File: src/sv/mpq_pkg.sv
// Shared types and constants of the multilevel priority task queue.
`default_nettype none
package mpq_pkg;
	localparam int NUM_CAP_REGS = 5;
	localparam logic [11:0] CAP_RESET [NUM_CAP_REGS] = '{12'd2048, 12'd1024, 12'd512, 12'd256, 12'd64};

	localparam logic [1:0] CMD_ENQ    = 2'd0;
	localparam logic [1:0] CMD_DEQ    = 2'd1;
	localparam logic [1:0] CMD_CANCEL = 2'd2;

	localparam logic [1:0] ST_OK       = 2'd0;
	localparam logic [1:0] ST_FULL     = 2'd1;
	localparam logic [1:0] ST_EMPTY    = 2'd2;
	localparam logic [1:0] ST_NOTFOUND = 2'd3;

	typedef struct packed {
		logic [1:0]  cmd;
		logic [2:0]  priority_req;
		logic [31:0] payload;
		logic [31:0] target_id;
	} req_t;

	typedef struct packed {
		logic [1:0]  status;
		logic [31:0] task_id;
		logic [31:0] payload_out;
		logic [2:0]  level_out;
	} rsp_t;
endpackage
`default_nettype wire

File: src/sv/mpq_if.sv
// Valid/ready channel interfaces for requests, results and configuration writes.
`default_nettype none
interface mpq_req_if;
	logic        valid;
	logic        ready;
	logic [1:0]  cmd;
	logic [2:0]  priority_req;
	logic [31:0] payload;
	logic [31:0] target_id;
	modport source (output valid, cmd, priority_req, payload, target_id, input ready);
	modport sink (input valid, cmd, priority_req, payload, target_id, output ready);
endinterface

`default_nettype wire

File: src/sv/mpq_front.sv
// Front end: request intake into a two-entry queue toward the engine.
`default_nettype none
module mpq_front
	import mpq_pkg::*;
(
	input  wire logic clk,
	input  wire logic arst_n,
	mpq_req_if.sink   req,
	output req_t      q_data,
	output logic      q_valid,
	input  wire logic q_pop
);
	req_t       mem_q [2];
	logic       wp_q, rp_q;
	logic [1:0] cnt_q;
	logic       push;

	assign req.ready = (cnt_q != 2'd2);
	assign push      = req.valid && req.ready;
	assign q_valid   = (cnt_q != 2'd0);
	assign q_data    = mem_q[rp_q];

	always_ff @(posedge clk) begin
		if (push) mem_q[wp_q] <= '{req.cmd, req.priority_req, req.payload, req.target_id};
	end

	always_ff @(posedge clk or negedge arst_n) begin
		if (!arst_n) begin
			wp_q <= 1'b0; rp_q <= 1'b0; cnt_q <= 2'd0;
		end else begin
			if (push) wp_q <= ~wp_q;
			if (q_pop) rp_q <= ~rp_q;
			cnt_q <= cnt_q + {1'b0, push} - {1'b0, q_pop};
		end
	end
endmodule
`default_nettype wire

File: src/flat_wrapper.sv
// flat-port wrapper written by rule: the top's interface ports become plain ports
module mpq_front_flat import mpq_pkg::*;
  (clk, arst_n, q_data, q_valid, q_pop, req_valid, req_cmd, req_priority_req, req_payload, req_target_id, req_ready);
  mpq_req_if req_i ();
  input  wire logic clk;
  input  wire logic arst_n;
  output req_t q_data;
  output logic q_valid;
  input  wire logic q_pop;
  input wire logic [$bits(req_i.valid)-1:0] req_valid;
  input wire logic [$bits(req_i.cmd)-1:0] req_cmd;
  input wire logic [$bits(req_i.priority_req)-1:0] req_priority_req;
  input wire logic [$bits(req_i.payload)-1:0] req_payload;
  input wire logic [$bits(req_i.target_id)-1:0] req_target_id;
  output wire logic [$bits(req_i.ready)-1:0] req_ready;
  assign req_i.valid = req_valid;
  assign req_i.cmd = req_cmd;
  assign req_i.priority_req = req_priority_req;
  assign req_i.payload = req_payload;
  assign req_i.target_id = req_target_id;
  assign req_ready = req_i.ready;
  mpq_front u_core (.clk(clk), .arst_n(arst_n), .req(req_i), .q_data(q_data), .q_valid(q_valid), .q_pop(q_pop));
endmodule
File: config.mk
export PLATFORM = sky130hd
export DESIGN_NAME = mpq_front_flat
export DESIGN_NICKNAME = d
export VERILOG_FILES = /design/src/sv/mpq_pkg.sv /design/src/sv/mpq_if.sv /design/src/sv/mpq_front.sv /design/src/flat_wrapper.sv
export SDC_FILE = /design/constraint.sdc
export NUM_CORES = 1
export LEC_CHECK = 0
export BUFFER_PORTS_ARGS = -buffer_cell sky130_fd_sc_hd__buf_2
export CELL_PAD_IN_SITES_DETAIL_PLACEMENT = 0
export CELL_PAD_IN_SITES_GLOBAL_PLACEMENT = 2
export CORE_UTILIZATION = 39
export CTS_BUF_LIST = sky130_fd_sc_hd__clkbuf_8 sky130_fd_sc_hd__clkbuf_16
export CTS_CLUSTER_DIAMETER = 200
export DETAILED_ROUTE_END_ITERATION = 6
export PLACE_DENSITY_LB_ADDON = 0.25
export SYNTH_ARGS = -nofsm -noshare
export SYNTH_HDL_FRONTEND = slang
export SYNTH_SLANG_ARGS = --single-unit
File: constraint.sdc
create_clock -name clk -period 4.8 [get_ports clk]
set_clock_uncertainty 0.15 [all_clocks]
set_input_delay 1.2 -clock clk [delete_from_list [all_inputs] [get_ports clk]]
set_output_delay 1.2 -clock clk [all_outputs]
set_load 0.03 [all_outputs]
==> impl_summary.log <==
INFO  metric status = completed
INFO  metric number_of_flip_flops_and_latches_in_the_synthesized_netlist = 142
INFO  metric synth.cell_area = 0.00553 mm²
INFO  metric setup_viol = 0
INFO  metric tritoncts.num_buffers = 17
INFO  metric grt_overflow_total = 0
INFO  metric layout_worst_path_cycle_share = 0.756
INFO  metric die_x = 121 µm
INFO  metric dieHeight = 121 µm
INFO  metric finish.instance_area = 0.00705 mm²
INFO  metric max_slew.worst_pin.slew = 0.972 ns
INFO  metric crit_path_start_kind = flop
INFO  metric synthCells = 233
INFO  metric clk_latency = 0.42 ns
INFO  metric placedCellCount = 551
INFO  metric leakagePower = 0.00285 µW
INFO  metric ys_seq_area_frac = 0.768
INFO  metric clk_root_buffer_cell = sky130_fd_sc_hd__clkbuf_16
INFO  metric timing.setup.critical_path_class = flop to primary output
INFO  metric worst_slew_margin_rel = 0.352
INFO  metric num_vias = 2,623
INFO  metric power_per_cell_area = 711 mW/mm²
INFO  metric cts-hold-fix-buffers = 0
INFO  metric drive_above_1_share = 0.618
INFO  metric reg_clk_slew_reported_paths = 0.06 ns
INFO  metric initial_utilization = 0.398
INFO  metric ant_nets = 0
INFO  metric clock_sink_count = 142
INFO  metric gp_congestion = 0.657
INFO  metric mappedNetlistNets = 307
INFO  metric crit_slowest_cell = sky130_fd_sc_hd__dfrtp_4
INFO  metric design.final.nets = 464
INFO  metric drtIter0Drc = 145
INFO  metric netlist-cell-type-count = 16
INFO  metric minimum_setup_slack_after_placement = 1.59 ns
INFO  metric crit_required = 3.45 ns
INFO  metric final_critical_path_setup_slack = 1.17 ns
INFO  metric post_synth.cell_area_avg = 23.7 µm²
INFO  metric io_pins = 144
INFO  metric place.port_buffers = 143
INFO  metric finalWorstPathRequiredPeriod = 3.63 ns
INFO  metric critical_path.endpoint_type = primary output
INFO  metric critical_path_cell_by_cell = buf_12 -> mux2_4 -> buf_2
INFO  metric critical-path-max-stage-delay = 0.96 ns
INFO  metric drc = 0
INFO  metric largest_net_degree_at_the_start_of_global_routing = 70
INFO  metric placed_cell_area = 0.00637 mm²
INFO  metric syn_to_final_growth = 27.4%
INFO  metric report.final.slew_viol_count = 0
INFO  metric worst-endpoint-arrival = 2.28 ns
INFO  metric final.setup.tns = 0 ns
INFO  metric ctsResizeCount = 0
INFO  metric layout.cells.non_filler = 584
INFO  metric max-vdd-ir-drop = 0.437 mV
INFO  metric grt_setup_unrepaired = false
INFO  metric fin_hold_ws = 0.409 ns
INFO  metric placement_rows = 43
INFO  metric wl_per_cell = 15.8 µm
INFO  metric gr-usage-all-layers = 0.135
INFO  metric timing_hold_violations_final = 0
INFO  metric yosys_warnings = 0
INFO  metric drtPass1Iterations = 4
INFO  metric grt_pass1_vias = 2,769
INFO  metric multi_input_comb_area = 0.00114 mm²
INFO  metric hpwlAfterDp = 5.84 mm
INFO  metric fmax = 276 MHz
INFO  metric detailed_route_wl = 9.22 mm
INFO  metric ctsLongestPathBuffers = 2
INFO  metric die_area = 0.0147 mm²
INFO  metric number_of_antenna_violations_at_the_first_check_in_global_routing = 1
INFO  metric mean_number_of_vias_per_cell = 4.49
INFO  metric cts_htree_levels = 4
INFO  metric path_max_fanout = 43
INFO  metric filler_cell_count = 1,169
INFO  metric core_region_area = 0.0139 mm²
INFO  metric ff_latch_area = 0.00425 mm²
INFO  metric hold_path_class = flop to flop
INFO  metric drv_cap = 0
INFO  metric post-cts-setup-buffer-count = 0
INFO  metric tritoncts = done
INFO  metric global_route_wire_length_before_repair = 14.0 mm
critical path: cells and delay by family (launching register included):
kind / cells / cell delay (ns)
buf+inv: 2 / 0.51
flops: 1 / 0.96
mux: 1 / 0.33
per-stage QoR:
step | power (µW) | utilization
6_report | 5010 | 0.508
3_3_place_gp | 3580 | 0.459
4_1_cts | 5080 | 0.507
5_1_grt | 5230 | 0.507
3_5_place_dp | 3600 | 0.459
2_1_floorplan | 3280 | -
kinds of logic after synthesis:
family	share of synthesized area
xor gates and xnor gates	0.00634
adders and majority gates	0.00226
buffers and inverters	0.0281
DFF	0.768
muxes	0.189
and+or+nand+nor	0.00657
cell usage in the layout (no fill, tap or decap), types with 3 or more instances in the layout:
cell,n
sky130_fd_sc_hd__buf_2,143
sky130_fd_sc_hd__edfxtp_1,138
sky130_fd_sc_hd__mux2_4,69
sky130_fd_sc_hd__clkbuf_16,17
sky130_fd_sc_hd__bufinv_16,6
sky130_fd_sc_hd__inv_1,3
sky130_fd_sc_hd__dfrtp_1,3
final cells by class:
cell class | instances | share of cell area
multi-input combinational | 82 | 0.162
sequential | 142 | 0.603
antenna | 1 | 0.000355
clock inverter | 13 | 0.0314
tap | 180 | 0.0320
timing repair buffer | 146 | 0.107
inverter | 1 | 0.000533
clock buffer | 19 | 0.0643
cells in the mapped netlist, drive strengths merged:
cell type | n | area [µm²]
edfxtp | 138 | 4140
mux2 | 69 | 1040
buf | 8 | 151
dfrtp | 4 | 100
nand2 | 2 | 7.51
xnor2 | 2 | 17.5
xor2 | 2 | 17.5
and3 | 1 | 6.26
ha | 1 | 12.5
inv | 1 | 3.75
mux2i | 1 | 10.0
nand2b | 1 | 6.26
nor2 | 1 | 3.75
nor2b | 1 | 6.26
or2 | 1 | 6.26
flip-flops by register name (all words and copies together) (netlist names):
name and cells:
u_core.rp_q 1, u_core.cnt_q 2, u_core.mem_q 138, u_core.wp_q 1
final timing paths:
kind | from | to | slack, ns | cells after the start
min reg2reg | u_core.wp_q$_DFFE_PN0P_ | u_core.wp_q$_DFFE_PN0P_ | 0.41 | 1
max in group asynchronous | arst_n | u_core.rp_q$_DFFE_PN0P_ | 3.93 | 1
min | u_core.wp_q$_DFFE_PN0P_ | u_core.wp_q$_DFFE_PN0P_ | 0.41 | 1
max | u_core.rp_q$_DFFE_PN0P_ | q_data[42] | 1.17 | 3
max reg2reg | u_core.cnt_q[0]$_DFF_PN0_ | u_core.mem_q[1][49]$_DFFE_PP_ | 2.82 | 2
min in group asynchronous | arst_n | u_core.rp_q$_DFFE_PN0P_ | 0.43 | 1
power by group:
| part | switching, µW | internal [µW] |
|---|---|---|
| Clock | 475 | 996 |
| Sequential | 175 | 1700 |
| Combinational | 970 | 692 |
| Total | 1620 | 3390 |
routing by layer:
| layer | up-vias | global-route usage | wire (µm) |
|---|---|---|---|
| met3 | 15 | 0.0493 | 556 |
| met1 | 1292 | 0.144 | 3740 |
| li1 | 1237 | - | - |
| met2 | 79 | 0.223 | 4680 |
| met4 | 0 | 0.0880 | 246 |
| met5 | - | 0 | 0 |
(Power assumes the default switching activity.)
